--- src/sv/lpfp_pkg.sv ---
package lpfp_pkg;

   localparam int unsigned LEN_W  = 32;
   localparam int unsigned BYTE_W = 8;

   typedef logic [1:0] kind_type;

   localparam kind_type KIND_PAYLOAD   = 2'd0;
   localparam kind_type KIND_EMPTY     = 2'd1;
   localparam kind_type KIND_HEARTBEAT = 2'd2;
   localparam kind_type KIND_OVERSIZE  = 2'd3;

   localparam logic CMD_BYTE     = 1'b0;
   localparam logic CMD_NEW_CONN = 1'b1;

   localparam logic CSR_LEN_LIMIT      = 1'b0;
   localparam logic CSR_HEARTBEAT_TYPE = 1'b1;

   localparam logic PHASE_HEADER  = 1'b0;
   localparam logic PHASE_PAYLOAD = 1'b1;

   localparam logic [LEN_W-1:0]  LEN_LIMIT_RESET      = 32'd65536;
   localparam logic [BYTE_W-1:0] HEARTBEAT_TYPE_RESET = 8'd0;
   localparam logic [2:0]        HEADER_LEN_BYTES     = 3'd4;
   localparam logic [LEN_W-1:0]  NODE_ID_BYTES        = 32'd4;

   typedef struct packed {
      logic              command;
      logic [BYTE_W-1:0] rx_byte;
   } item_type;

   typedef struct packed {
      kind_type          kind;
      logic [BYTE_W-1:0] frame_type;
      logic [BYTE_W-1:0] data_byte;
      logic [LEN_W-1:0]  node_id;
      logic [LEN_W-1:0]  frame_length;
      logic              last;
   } result_type;

endpackage

--- src/sv/lpfp_parse.sv ---
module lpfp_parse (
   input  logic                               clock,
   input  logic                               reset,
   input  logic                               csr_we,
   input  logic                               csr_index,
   input  logic [lpfp_pkg::LEN_W-1:0]         csr_wdata,
   input  logic                               step,
   input  lpfp_pkg::item_type                 item,
   output logic                               emit,
   output lpfp_pkg::result_type               result
);

   logic [lpfp_pkg::LEN_W-1:0]  len_limit_ff, len_limit_in;
   logic [lpfp_pkg::BYTE_W-1:0] heartbeat_type_ff, heartbeat_type_in;

   logic                        phase_ff, phase_in;
   logic [2:0]                  header_count_ff, header_count_in;
   logic [lpfp_pkg::LEN_W-1:0]  length_reg_ff, length_reg_in;
   logic [lpfp_pkg::BYTE_W-1:0] type_reg_ff, type_reg_in;
   logic [lpfp_pkg::LEN_W-1:0]  payload_count_ff, payload_count_in;
   logic [lpfp_pkg::LEN_W-1:0]  node_accum_ff, node_accum_in;
   logic                        dropped_ff, dropped_in;

   always_comb begin
      len_limit_in      = len_limit_ff;
      heartbeat_type_in = heartbeat_type_ff;
      if (csr_we) begin
         unique case (csr_index)
            lpfp_pkg::CSR_LEN_LIMIT:      len_limit_in = csr_wdata;
            lpfp_pkg::CSR_HEARTBEAT_TYPE:
               heartbeat_type_in = csr_wdata[lpfp_pkg::BYTE_W-1:0];
            default: ;
         endcase
      end
   end

   always_comb begin
      phase_in         = phase_ff;
      header_count_in  = header_count_ff;
      length_reg_in    = length_reg_ff;
      type_reg_in      = type_reg_ff;
      payload_count_in = payload_count_ff;
      node_accum_in    = node_accum_ff;
      dropped_in       = dropped_ff;
      emit             = 1'b0;
      result.kind      = lpfp_pkg::KIND_PAYLOAD;
      result.data_byte = '0;
      result.node_id   = '0;
      result.last      = 1'b1;

      if (step) begin
         if (item.command == lpfp_pkg::CMD_NEW_CONN) begin
            phase_in         = lpfp_pkg::PHASE_HEADER;
            header_count_in  = '0;
            length_reg_in    = '0;
            type_reg_in      = '0;
            payload_count_in = '0;
            node_accum_in    = '0;
            dropped_in       = 1'b0;
         end else if (!dropped_ff) begin
            if (phase_ff == lpfp_pkg::PHASE_HEADER) begin
               if (header_count_ff != lpfp_pkg::HEADER_LEN_BYTES) begin
                  if (header_count_ff == 3'd0) begin
                     length_reg_in = '0;
                  end
                  length_reg_in[{header_count_ff[1:0], 3'b000} +: 8] = item.rx_byte;
                  header_count_in = header_count_ff + 3'd1;
               end else begin
                  type_reg_in      = item.rx_byte;
                  header_count_in  = '0;
                  payload_count_in = '0;
                  node_accum_in    = '0;
                  if (length_reg_ff > len_limit_ff) begin
                     dropped_in  = 1'b1;
                     emit        = 1'b1;
                     result.kind = lpfp_pkg::KIND_OVERSIZE;
                  end else if (length_reg_ff == '0) begin
                     emit = 1'b1;
                     if (item.rx_byte == heartbeat_type_ff) begin
                        result.kind = lpfp_pkg::KIND_HEARTBEAT;
                     end else begin
                        result.kind = lpfp_pkg::KIND_EMPTY;
                     end
                  end else begin
                     phase_in = lpfp_pkg::PHASE_PAYLOAD;
                  end
               end
            end else begin
               if (payload_count_ff < lpfp_pkg::NODE_ID_BYTES) begin
                  node_accum_in[{payload_count_ff[1:0], 3'b000} +: 8] = item.rx_byte;
               end
               payload_count_in = payload_count_ff + 32'd1;
               if (payload_count_in >= length_reg_ff) begin
                  phase_in = lpfp_pkg::PHASE_HEADER;
                  emit     = 1'b1;
                  if (type_reg_ff == heartbeat_type_ff) begin
                     result.kind = lpfp_pkg::KIND_HEARTBEAT;
                     if (length_reg_ff >= lpfp_pkg::NODE_ID_BYTES) begin
                        result.node_id = node_accum_in;
                     end
                  end else begin
                     result.data_byte = item.rx_byte;
                  end
               end else if (type_reg_ff != heartbeat_type_ff) begin
                  emit             = 1'b1;
                  result.data_byte = item.rx_byte;
                  result.last      = 1'b0;
               end
            end
         end
      end

      result.frame_type   = type_reg_in;
      result.frame_length = length_reg_ff;
   end

   always_ff @(posedge clock) begin
      if (reset) begin
         len_limit_ff      <= lpfp_pkg::LEN_LIMIT_RESET;
         heartbeat_type_ff <= lpfp_pkg::HEARTBEAT_TYPE_RESET;
         phase_ff          <= lpfp_pkg::PHASE_HEADER;
         header_count_ff   <= '0;
         length_reg_ff     <= '0;
         type_reg_ff       <= '0;
         payload_count_ff  <= '0;
         node_accum_ff     <= '0;
         dropped_ff        <= 1'b0;
      end else begin
         len_limit_ff      <= len_limit_in;
         heartbeat_type_ff <= heartbeat_type_in;
         phase_ff          <= phase_in;
         header_count_ff   <= header_count_in;
         length_reg_ff     <= length_reg_in;
         type_reg_ff       <= type_reg_in;
         payload_count_ff  <= payload_count_in;
         node_accum_ff     <= node_accum_in;
         dropped_ff        <= dropped_in;
      end
   end

   a_new_conn_clears: assert property (@(posedge clock) disable iff (reset)
      step && item.command == lpfp_pkg::CMD_NEW_CONN |=>
         phase_ff == lpfp_pkg::PHASE_HEADER && header_count_ff == 3'd0 && !dropped_ff)
      else $error("new connection did not clear parser state");

   a_dropped_in_header: assert property (@(posedge clock) disable iff (reset)
      dropped_ff |-> phase_ff == lpfp_pkg::PHASE_HEADER && header_count_ff == 3'd0)
      else $error("dropped stream left header or payload progress");

   a_dropped_silent: assert property (@(posedge clock) disable iff (reset)
      dropped_ff |-> !emit)
      else $error("result produced on a dropped stream");

   a_payload_no_header: assert property (@(posedge clock) disable iff (reset)
      phase_ff == lpfp_pkg::PHASE_PAYLOAD |-> header_count_ff == 3'd0)
      else $error("header count nonzero during payload");

   a_oversize_drops: assert property (@(posedge clock) disable iff (reset)
      emit && result.kind == lpfp_pkg::KIND_OVERSIZE |=> dropped_ff)
      else $error("oversize error did not drop the stream");

endmodule

--- src/sv/lpfp_out_reg.sv ---
module lpfp_out_reg (
   input  logic                 clock,
   input  logic                 reset,
   input  logic                 load,
   input  logic                 emit,
   input  lpfp_pkg::result_type result,
   output logic                 slot_free,
   input  logic                 rsp_ready,
   output logic                 rsp_valid,
   output lpfp_pkg::result_type rsp_result
);

   logic                 valid_ff, valid_in;
   lpfp_pkg::result_type result_ff;

   assign slot_free = !valid_ff || rsp_ready;

   always_comb begin
      if (load) begin
         valid_in = emit;
      end else begin
         valid_in = valid_ff && !rsp_ready;
      end
   end

   always_ff @(posedge clock) begin
      if (reset) begin
         valid_ff <= 1'b0;
      end else begin
         valid_ff <= valid_in;
      end
   end

   always_ff @(posedge clock) begin
      if (load && emit) begin
         result_ff <= result;
      end
   end

   assign rsp_valid  = valid_ff;
   assign rsp_result = result_ff;

endmodule

--- src/sv/length_prefixed_frame_parser.sv ---
// Length-prefixed frame parser.
// The req channel carries one item per handshake: a command bit (received byte or
// new connection) and a stream byte. Frames are a 4-byte little-endian length, a
// type byte, then the payload. The rsp channel carries at most one result per item:
// a payload byte, an empty-frame mark, a heartbeat with its node id, or an oversize
// error, each with the frame's type and length and a last flag.
// The csr port writes the length limit (index 0) and heartbeat_type (index 1);
// write them only while no item is in flight.
// An item accepted at the req handshake lands in the input register; it is parsed
// and its result registered once the result register has room. Throughput is one
// item per cycle while the receiver does not stall, set by the combinational parse
// step between the input register and the result register.
// When the receiver stalls, the result register holds its item and the input
// register takes one more item; req_ready then drops until rsp_ready returns.
// An item waits in the input register while the result register is full, even
// when it yields no result.
// Reset restores the register defaults and the header phase; no clearing pass.
module length_prefixed_frame_parser (
   input  logic                                clock,
   input  logic                                reset,
   input  logic                                req_valid,
   output logic                                req_ready,
   input  logic                                req_command,
   input  logic [lpfp_pkg::BYTE_W-1:0]         req_rx_byte,
   output logic                                rsp_valid,
   input  logic                                rsp_ready,
   output lpfp_pkg::kind_type                  rsp_kind,
   output logic [lpfp_pkg::BYTE_W-1:0]         rsp_frame_type,
   output logic [lpfp_pkg::BYTE_W-1:0]         rsp_data_byte,
   output logic [lpfp_pkg::LEN_W-1:0]          rsp_node_id,
   output logic [lpfp_pkg::LEN_W-1:0]          rsp_frame_length,
   output logic                                rsp_last,
   input  logic                                csr_we,
   input  logic                                csr_index,
   input  logic [lpfp_pkg::LEN_W-1:0]          csr_wdata
);

   logic                 in_valid_ff, in_valid_in;
   lpfp_pkg::item_type   item_ff;
   logic                 advance;
   logic                 slot_free;
   logic                 emit;
   lpfp_pkg::result_type result;
   lpfp_pkg::result_type rsp_result;

   assign advance   = in_valid_ff && slot_free;
   assign req_ready = !in_valid_ff || advance;

   always_comb begin
      if (req_valid && req_ready) begin
         in_valid_in = 1'b1;
      end else if (advance) begin
         in_valid_in = 1'b0;
      end else begin
         in_valid_in = in_valid_ff;
      end
   end

   always_ff @(posedge clock) begin
      if (reset) begin
         in_valid_ff <= 1'b0;
      end else begin
         in_valid_ff <= in_valid_in;
      end
   end

   always_ff @(posedge clock) begin
      if (req_valid && req_ready) begin
         item_ff.command <= req_command;
         item_ff.rx_byte <= req_rx_byte;
      end
   end

   lpfp_parse u_parse (
      .clock     (clock),
      .reset     (reset),
      .csr_we    (csr_we),
      .csr_index (csr_index),
      .csr_wdata (csr_wdata),
      .step      (advance),
      .item      (item_ff),
      .emit      (emit),
      .result    (result)
   );

   lpfp_out_reg u_out_reg (
      .clock      (clock),
      .reset      (reset),
      .load       (advance),
      .emit       (emit),
      .result     (result),
      .slot_free  (slot_free),
      .rsp_ready  (rsp_ready),
      .rsp_valid  (rsp_valid),
      .rsp_result (rsp_result)
   );

   assign rsp_kind         = rsp_result.kind;
   assign rsp_frame_type   = rsp_result.frame_type;
   assign rsp_data_byte    = rsp_result.data_byte;
   assign rsp_node_id      = rsp_result.node_id;
   assign rsp_frame_length = rsp_result.frame_length;
   assign rsp_last         = rsp_result.last;

endmodule

--- config.mk ---
export PLATFORM = sky130hd
export DESIGN_NAME = length_prefixed_frame_parser
export DESIGN_NICKNAME = d
export VERILOG_FILES = /design/src/sv/lpfp_pkg.sv /design/src/sv/lpfp_parse.sv /design/src/sv/lpfp_out_reg.sv /design/src/sv/length_prefixed_frame_parser.sv
export SDC_FILE = /design/constraint.sdc
export NUM_CORES = 1
export LEC_CHECK = 0
export BUFFER_PORTS_ARGS = -buffer_cell sky130_fd_sc_hd__buf_4
export CORE_MARGIN = 2
export CORE_UTILIZATION = 53
export DETAILED_ROUTE_END_ITERATION = 16
export MAX_ROUTING_LAYER = met4
export PLACE_DENSITY = 0.76
export SLEW_MARGIN = 40
export SYNTH_ARGS = -nofsm -noshare
export SYNTH_HDL_FRONTEND = slang
export SYNTH_SLANG_ARGS = --single-unit
--- constraint.sdc ---
create_clock -name clock -period 9.97 [get_ports clock]
set_clock_uncertainty 0.05 [all_clocks]
set_input_delay 1.994 -clock clock [delete_from_list [all_inputs] [get_ports clock]]
set_output_delay 1.994 -clock clock [all_outputs]
set_load 0.02 [all_outputs]
# Word-level counts from Yosys, hierarchy flattened

Cells that the tools add are included.

Register bits: 243
Bits of input ports: 47
Output and inout bits: 85
Word-level logic and storage cells: 131

$add $sub $neg: 4
$lt $le $gt $ge: 4
Equal/unequal tests: 7
Shift operators: 4
Muxes and demuxes: 64
Bitwise gates (word level): 6
Reduce and logical (&&, ||, !) cells: 23

Operator list:

| operator                                                                             | number |
|---|---|
| 32-bit two-way mux                                                                   | 18 |
| 32-bit bitwise mux                                                                   | 2 |
| 8-bit two-way mux                                                                    | 8 |
| 8-bit by 7-bit variable shift with 32-bit output, first input constant               | 2 |
| 8-bit by 7-bit variable part select with 32-bit output                               | 2 |
| 32-bit by 1-bit adder with 32-bit output, second input constant                      | 1 |
| 32-bit by 3-bit greater-or-equal comparator with 1-bit output, second input constant | 1 |
| 32-bit greater-or-equal comparator                                                   | 1 |
| 32-bit greater-than comparator                                                       | 1 |
| 32-bit zero test                                                                     | 1 |
| 32-bit by 3-bit less-than comparator with 1-bit output, second input constant        | 1 |
| 1-bit two-way mux                                                                    | 25 |
| 8-bit == test                                                                        | 2 |
| 2-bit two-way mux                                                                    | 7 |
| 5-bit negation with 7-bit output                                                     | 2 |
| 3-bit two-way mux                                                                    | 4 |
| 8-bit inequality test                                                                | 1 |
| 7-bit OR reduction                                                                   | 1 |
| 1-bit NOT                                                                            | 6 |
| 2-bit AND reduction                                                                  | 3 |
| 3-bit AND reduction                                                                  | 2 |
| 5-bit OR reduction                                                                   | 1 |
| 1-bit logical AND                                                                    | 4 |
| 2-bit inequality test, second input constant                                         | 2 |
| 10 further kinds                                                                     | 14 |

# Depth between registers and ports, before layout

Gate-level depths: netlist of the first run.

Word-level depth: 12
Mapped depth: 15
Gate-level depth less buffers: 13

# Modules after synthesis

From an unflattened synthesis of the first run, not the netlist that was laid out.

Cell total of the unflattened synthesis: 1271
Area, all modules: 11780.0 µm²

Modules (own cells, without submodules):

| module                       | times used | cells an instance | area each (µm²) | sequential area each (µm²) |
|---|---|---|---|---|
| lpfp_parse                   | 1          | 1168              | 8894.8          | 2982.9 |
| lpfp_out_reg                 | 1          | 88                | 2552.4          | 2512.4 |
| length_prefixed_frame_parser | 1          | 15                | 332.8           | 290.3 |

# Worst setup path before layout of the first run

Ideal clock, no wire load.

Path kind: in2reg
From: in rsp_ready
To: reg u_out_reg.result_ff, in the netlist u_out_reg.rsp_result[0] (enable)
Library setup time: 0.639 ns
Arrival: 8.831 ns
Required time: 9.281 ns
Setup slack: 0.450 ns
Stages: 6
Path buffers: 2
Cells stage by stage: nand2b_1 > nand2_1 > or3_1 > clkbuf_1 > clkbuf_1 > o21ai_0

Word-level cells in the longest chain between the ends: 4

Ends and longest elaborated chain:

| element              | line                               | RTL |
|---|---|---|
| from (decl)          | length_prefixed_frame_parser.sv:26 | `input logic rsp_ready,` |
| 1-bit logical OR *   | lpfp_out_reg.sv:16                 | `assign slot_free = !valid_ff \|\| rsp_ready;` |
| 1-bit logical AND *  | length_prefixed_frame_parser.sv:46 | `assign advance = in_valid_ff && slot_free;` |
| 1-bit two-way mux    | lpfp_parse.sv:51                   | `if (step) begin` |
| 1-bit logical AND *  | lpfp_out_reg.sv:35                 | `if (load && emit) begin` |
| to (signal assigned) | lpfp_out_reg.sv:36                 | `result_ff <= result;` |
| to (decl)            | lpfp_out_reg.sv:14                 | `lpfp_pkg::result_type result_ff;` |

Mark *: on every way between the ends. The rest lies on a longest branch, timed or not.
A chain may end at the register's enable or synchronous reset.

# Final worst setup path of the first run

From: reg u_parse.payload_count_ff[0] in the netlist's numbering
To: reg u_out_reg.result_ff, in the netlist u_out_reg.rsp_result[51] (enable)

Word-level cells in the longest chain between the ends: 8

Ends and longest elaborated chain:

| element                                  | line               | RTL |
|---|---|---|
| from (decl)                              | lpfp_parse.sv:20   | `logic [lpfp_pkg::LEN_W-1:0] payload_count_ff, payload_count_in;` |
| from (signal assigned)                   | lpfp_parse.sv:135  | `payload_count_ff <= payload_count_in;` |
| 32-bit by 1-bit adder with 32-bit output | lpfp_parse.sv:92   | `payload_count_in = payload_count_ff + 32'd1;` |
| 32-bit greater-or-equal comparator       | lpfp_parse.sv:93   | `if (payload_count_in >= length_reg_ff) begin` |
| 1-bit two-way mux                        | lpfp_parse.sv:93   |  |
| 1-bit two-way mux                        | lpfp_parse.sv:61   | `if (phase_ff == lpfp_pkg::PHASE_HEADER) begin` |
| 1-bit two-way mux                        | lpfp_parse.sv:60   | `end else if (!dropped_ff) begin` |
| 1-bit two-way mux                        | lpfp_parse.sv:52   | `if (item.command == lpfp_pkg::CMD_NEW_CONN) begin` |
| 1-bit two-way mux                        | lpfp_parse.sv:51   |  |
| 1-bit logical AND                        | lpfp_out_reg.sv:35 |  |

Every way passes these cells.

==> flow_summary.toml, run 1 <==
[route]
vias = 9924
wl_per_cell_um = 17.7
drtAntennaViolNets = 0
wirelength_um = 29900
vias_per_cell = 5.87
route.detailed.drc = 0
firstDrtPassIters = 5
drt_iter0_markers = 759

[synthesis]
synth_top_area_frac = 0.255
ys_ff_latch = 243
yosys_warnings = 0
ys.flop_type = "dfxtp_1"
yosysSeqAreaShare = 0.488
async_flop_share = 0
synth-edff-count = 92
synthTopCellsByArea = "dfxtp_1 25%, edfxtp_1 23%, ha_1 7.9%, a21oi_1 6.6%, nand2_1 5.1%"
synthCells = 1296
synth.cell_area_um2 = 11900
ys_types = 58
synth_top_cell_by_area = "dfxtp_1"
syn_nets = 1418
syn_area_per_cell_um2 = 9.16

[flow_run]
maxCapViolCount = 0

[clocking]
cts_tree = "yes"
cts_buffers = 27
clk_pin_slew_ns = 0.06
hold_buffers = 0
clk_latency_ns = 0.55
clk_root_buffer_cell = "clkbuf_16"
post_cts_buffers = 0
cts_resized = 0
ctsHtreeMaxLevel = 1
clk_path_buf_depth = 3
cts.sinks = 243

[die]
ios = 132
die_h_um = 154
coreArea_um2 = 21900
floorplan.initialDensity = 0.542
dieArea_um2 = 23600
rows = 54
die_w_um = 154

[worst_setup_path]
cpPeakStageDelay_ns = 0.73
critPathKind = "flip-flop to flip-flop"
timing.critical_path.mode_cell = "nand3_1"
reg2regPathDepth = 14
worstReg2RegStart = "u_parse.payload_count_ff[0]$_SDFFE_PP0P_"
crit_chain = "ha_1, nand3_1, nor4_2, nand3_1, nor2_1, xor2_1, ha_1, nand4_1, nor2_1, nand3_1, a21oi_1, nor3_1, o21ai_4, buf_6"
cp_slowest_cell = "nor4_2"
worst_ep_required_time_ns = 10.07
worst_setup_path_end_kind = "flip-flop"
r2r_end = "u_out_reg.rsp_result[51]$_SDFFCE_PP0P_"
reg2reg_slack_ns = 5.10
crit_fanout = 83
startpoint_type = "flip-flop"
crit_arrival_ns = 4.97

[grt]
grt_pass1_wl_um = 48000
grt_pass1_vias = 9438
antenna_found_initial = 0
grt_start_max_net_pins = 84
grtUsageTotal = 0.253
grt_overflow = 0

[final_layout]
drive_above_1_share = 0.144
final_common_cell = "nand2_1"
diodes = 0
fin_nets = 1512
area_growth_pct = 17.6
final_cell_mix = "160 x nand2_1, 154 x a21oi_1, 151 x dfxtp_1"

[min_path]
min_path_type = "flip-flop to flip-flop"
min_path_cells = 2
hp-start = "u_parse.len_limit_ff[28]$_SDFFE_PP0P_"
holdPathEnd = "u_parse.len_limit_ff[28]$_SDFFE_PP0P_"

[power_and_ir_drop]
p_leak_nw = 5.25
cellPowerDensity_nw_per_um2 = 155
peakVddDrop_v = 0.000111

[placed_design]
gp_congestion = 0.938
io_buffer_count = 131
dpl.hpwl_um = 20100

[timing]
min_period_ns = 4.87
max_freq_mhz = 205
slew_violations = 0
fin_crit_sh = 0.488
rsz0062_at_grt = "false"
setup_tns_ns = 0
hold_violations = 0
holdWs_ns = 0.404
setup_violations = 0
slew_headroom = 0.416
tightest_slew_ns = 0.876

[run_status]
status = "finished, final reports clean"
-- layout make-up --
class	count	area [um2]
flip-flops and latches	243	5790
well taps	280	350
clock buffers	32	704
fillers	1790	7940
multi-input cells	895	5560
clock inverters	17	189
repair buffers	138	1040
inverters	85	319
-- logic make-up (layout without fill, tap and decap cells) --
| kind of cell | after synthesis | count (layout) | share of synthesized area |
|---|---|---|---|
| AOI/OAI and AO/OA | 283 | 283 | 0.143 |
| xor gates and xnor gates | 48 | 48 | 0.0354 |
| adders and majority gates | 75 | 75 | 0.0791 |
| buffers and inverters | 158 | 272 | 0.0504 |
| DFF | 243 | 243 | 0.488 |
| and+or+nand+nor | 489 | 489 | 0.205 |
-- Yosys cell counts (7+ instances only) --
cell type and count:
and3_1 21, xnor2_1 21, or3_1 10, a21o_1 7
dfxtp_1 151, and2_1 13, o21ai_0 28, clkbuf_1 66
a22oi_1 37, inv_1 85, nand3_1 98, nand4_1 22
ha_1 75, nand2b_1 25, nor2_1 75, nor4_1 20
edfxtp_1 92, a21oi_1 156, a22o_1 9, xor2_1 27
nor3_1 13, nand2_1 161
-- report_power, final --
group          total (mW)  leakage, nW  switching, mW  internal [mW]
clock network        1.00        0.436          0.399          0.606
registers            1.06         2.02         0.0208           1.04
logic               0.101         2.80         0.0625         0.0389
total                2.16         5.25          0.482           1.68
-- critical path, delay by kind of cell (launching register included) --
kind                     cells  cell delay (ns)
XOR/XNOR                     1             0.08
AO/OA/AOI/OAI                2             0.56
AND/OR/NAND/NOR              8             2.03
flip-flops                   1             0.51
adder cells (fa/ha/maj)      2             0.63
buffers and inverters        1             0.61
-- flip-flops by register name (all words and copies together), names as in the netlist --
signal,cells
u_out_reg.rsp_result,83
u_parse.len_limit_ff,32
u_parse.length_reg_ff,32
u_parse.node_accum_ff,32
u_parse.payload_count_ff,32
item_ff,9
u_parse.heartbeat_type_ff,8
u_parse.type_reg_ff,8
u_parse.header_count_ff,3
in_valid_ff,1
u_out_reg.rsp_valid,1
u_parse.dropped_ff,1
u_parse.phase_ff,1
-- worst max path at each step --
stage	startpoint	endpoint	slack (ns)	cells past startpoint
6_report	u_parse.payload_count_ff[0]$_SDFFE_PP0P_	u_out_reg.rsp_result[51]$_SDFFCE_PP0P_	5.10	14
4_1_cts	u_parse.payload_count_ff[0]$_SDFFE_PP0P_	u_out_reg.rsp_result[70]$_SDFFCE_PP0P_	4.95	12
3_5_place_dp	u_parse.payload_count_ff[0]$_SDFFE_PP0P_	u_out_reg.rsp_result[27]$_DFFE_PP_	4.98	12
2_1_floorplan	rsp_ready	u_out_reg.rsp_result[0]$_SDFFCE_PP1P_	0.45	6
5_1_grt	u_parse.payload_count_ff[0]$_SDFFE_PP0P_	u_out_reg.rsp_result[49]$_SDFFCE_PP0P_	4.75	14
3_3_place_gp	u_parse.payload_count_ff[0]$_SDFFE_PP0P_	u_out_reg.rsp_result[27]$_DFFE_PP_	4.96	12
-- stage by stage --
stage / cell area (um2) / cells / total power, mW / util / setup WS (ns)
floorplan: 11900 / 1296 / 1.13 / - / 0.450
global placement: 13000 / 1641 / 1.17 / 0.594 / 4.96
detailed placement: 13000 / 1641 / 1.18 / 0.596 / 4.98
CTS: 13900 / 1690 / 2.17 / 0.637 / 4.95
global route: 14000 / 1690 / 2.23 / 0.637 / 4.75
finish: 14000 / 1690 / 2.16 / 0.637 / 5.10
-- routing by layer --
metal	global-route usage	share of wire
met5	-	0
met4	0.0564	0.017
met3	0.0375	0.072
met2	0.415	0.48
met1	0.336	0.43
Note: power is estimated with default switching activity, not from simulation.
==> run 2, diff against run 1 <==
--- a/config.mk
+++ b/config.mk
@@ -5,12 +5,13 @@
 export SDC_FILE = /design/constraint.sdc
 export NUM_CORES = 1
 export LEC_CHECK = 0
+export ABC_AREA = 1
 export BUFFER_PORTS_ARGS = -buffer_cell sky130_fd_sc_hd__buf_4
 export CORE_MARGIN = 2
-export CORE_UTILIZATION = 53
+export CORE_UTILIZATION = 55
 export DETAILED_ROUTE_END_ITERATION = 16
 export MAX_ROUTING_LAYER = met4
-export PLACE_DENSITY = 0.76
+export PLACE_DENSITY = 0.75
 export SLEW_MARGIN = 40
 export SYNTH_ARGS = -nofsm -noshare
 export SYNTH_HDL_FRONTEND = slang
==> constraint.sdc (replaced) <==
create_clock -name clock -period 4.8 [get_ports clock]
set_clock_uncertainty 0.05 [all_clocks]
set_input_delay 0.96 -clock clock [delete_from_list [all_inputs] [get_ports clock]]
set_output_delay 0.96 -clock clock [all_outputs]
set_load 0.02 [all_outputs]
==> flow_summary.toml, run 2 <==
[placed_design]
gp_congestion = 0.963
dpl.hpwl_um = 21500
place_inst = 1816
io_buffer_count = 131

[timing]
setup_tns_ns = 0
max_freq_mhz = 236
tightest_slew_ns = 0.695
min_period_ns = 4.24
rsz0062_at_grt = "false"
slew_headroom = 0.537
slew_violations = 0
setup_violations = 0
fin_crit_sh = 0.882
hold_violations = 0

[grt]
grtUsageTotal = 0.258
grt_pass1_vias = 9604
grt_pass1_wl_um = 48200
antenna_found_initial = 0
grt_overflow = 0
grt_start_max_net_pins = 89

[worst_setup_path]
crit_fanout = 32
critPathKind = "flip-flop to flip-flop"
startpoint_type = "flip-flop"
critPathBufInv = 2
timing.critical_path.mode_cell = "nand2_1"
worst_setup_path_end_kind = "flip-flop"
cp_slowest_cell = "dfxtp_1"
worst_ep_required_time_ns = 5.01
crit_arrival_ns = 4.45
cpPeakStageDelay_ns = 0.63
cp_top_family = "simple AND/OR/NAND/NOR gates"
crit_chain = "inv_1, nor3_4, nand2_1, nor2_2, nand2_1, nor2_1, nand2_1, xor2_1, ha_1, a21oi_1, o21ai_0, nand2_1, nand3_1, a21oi_1, nand2_1, nand2_1, or2_1, buf_4, nor2_1"

[route]
wl_per_cell_um = 15.9
vias = 10200
drt_iter0_markers = 870
vias_per_cell = 5.46
route.detailed.drc = 0
wirelength_um = 29700
drtAntennaViolNets = 0
firstDrtPassIters = 7

[power_and_ir_drop]
pwr-share-seq = 0.482
p_total_mw = 4.64
p_leak_nw = 5.82
combinationalPowerShare = 0.084
switching_share = 0.241
clock_power_share = 0.435
peakVddDrop_v = 0.000246
p_int_mw = 3.53
cellPowerDensity_nw_per_um2 = 327
p_sw_mw = 1.12

[synthesis]
synth-edff-count = 92
synthMostInstantiatedCell = "nand2_1"
synth.cell_area_um2 = 12200
yosysSeqAreaShare = 0.474
synth_top_cell_by_area = "dfxtp_1"
synth_top_area_frac = 0.248
ys_ff_latch = 243
synthCells = 1462
async_flop_share = 0
yosys_warnings = 0
syn_nets = 1584
synthTopCellsByArea = "dfxtp_1 25%, edfxtp_1 23%, nand2_1 10%, ha_1 7.7%, a21oi_1 6.7%"
ys_types = 44
syn_area_per_cell_um2 = 8.34
ys.flop_type = "dfxtp_1"
ys_top_cells_by_count = "332 x nand2_1, 163 x a21oi_1, 162 x inv_1"

[die]
ios = 132
coreArea_um2 = 21800
floorplan.initialDensity = 0.559
die_h_um = 153
die_w_um = 153
rows = 54
dieArea_um2 = 23400

[clocking]
ctsHtreeMaxLevel = 1
cts_buffers = 26
clk_latency_ns = 0.54
clk_path_buf_depth = 3
post_cts_buffers = 0
clk_root_buffer_cell = "clkbuf_16"
cts_tree = "yes"
clk_pin_slew_ns = 0.06
hold_buffers = 0
cts.sinks = 243
cts_resized = 0

[final_layout]
stdcell_count = 1864
largest_register_ffs = 83
area_growth_pct = 16.4
final_cell_mix = "330 x nand2_1, 163 x a21oi_1, 162 x inv_1"
final_common_cell = "nand2_1"
drive_above_1_share = 0.157
diodes = 0
fin_nets = 1686

[min_path]
min_path_type = "flip-flop to flip-flop"

[run_status]
status = "finished, final reports clean"

[flow_run]
maxCapViolCount = 0
run 2: power groups by stage:
stage | clock network (mW) | logic, mW | registers [mW]
finish | 2.02 | 0.388 | 2.24
CTS | 2.04 | 0.385 | 2.24
global placement | 0 | 0.370 | 2.28
floorplan | 0 | 0.285 | 2.25
global route | 2.13 | 0.442 | 2.24
detailed placement | 0 | 0.382 | 2.28
run 2: metal layers:
layer / global-route usage / vias up / wire length [um]
met5: - / - / 0
met4: 0.0763 / 0 / 759
met3: 0.0309 / 60 / 1900
met2: 0.412 / 326 / 13800
met1: 0.350 / 4713 / 13300
li1: - / 5083 / -
run 2: per-stage QoR:
| step | setup WS, ns | cell area (um2) | util | hold slack, ns |
|---|---|---|---|---|
| after floorplan | 0.0406 | 12200 | - | 0.383 |
| after global placement | 0.816 | 13300 | 0.609 | 0.394 |
| after detailed placement | 0.607 | 13300 | 0.610 | 0.400 |
| after CTS | 0.590 | 14200 | 0.650 | 0.409 |
| after global routing | 0.123 | 14200 | 0.650 | 0.430 |
| final | 0.564 | 14200 | 0.650 | 0.407 |
run 2: cell type report:
type                       instances  area [um2]
sequential                       243        5790
tap                              280         350
clock buffer                      33         707
fill                            1841        7630
timing repair buffer             140        1070
inverter                         166         623
clock inverter                    15         163
multi-input combinational        987        5500
run 2: path summary, 6_finish.rpt:
check                                      startpoint                                endpoint  slack, ns  depth (start not counted)
min reg2reg      u_parse.len_limit_ff[1]$_SDFFE_PP0P_    u_parse.len_limit_ff[1]$_SDFFE_PP0P_       0.41                          2
min              u_parse.len_limit_ff[1]$_SDFFE_PP0P_    u_parse.len_limit_ff[1]$_SDFFE_PP0P_       0.41                          2
max reg2reg  u_parse.payload_count_ff[0]$_SDFFE_PP0P_  u_out_reg.rsp_result[37]$_SDFFCE_PP0P_       0.56                         19
max          u_parse.payload_count_ff[0]$_SDFFE_PP0P_  u_out_reg.rsp_result[37]$_SDFFCE_PP0P_       0.56                         19
run 2: cell families (layout without fill, tap and decap cells):
logic type,count (synthesis),count (layout),synth area share
simple gates,574,574,0.204
compound gates,301,301,0.139
flops,243,243,0.474
buf+inv,232,354,0.0779
fa+ha+maj,75,75,0.0770
xor+xnor,37,37,0.0278
run 2: worst register-to-register path, stage by stage, from the launching register on:
cell and delay [ns]:
dfxtp_1 0.63, inv_1 0.37, nor3_4 0.33, nand2_1 0.10, nor2_2 0.16, nand2_1 0.10, nor2_1 0.17, nand2_1 0.09
xor2_1 0.21, ha_1 0.28, a21oi_1 0.15, o21ai_0 0.08, nand2_1 0.06, nand3_1 0.07, a21oi_1 0.34, nand2_1 0.11
nand2_1 0.10, or2_1 0.10, buf_4 0.36, nor2_1 0.11
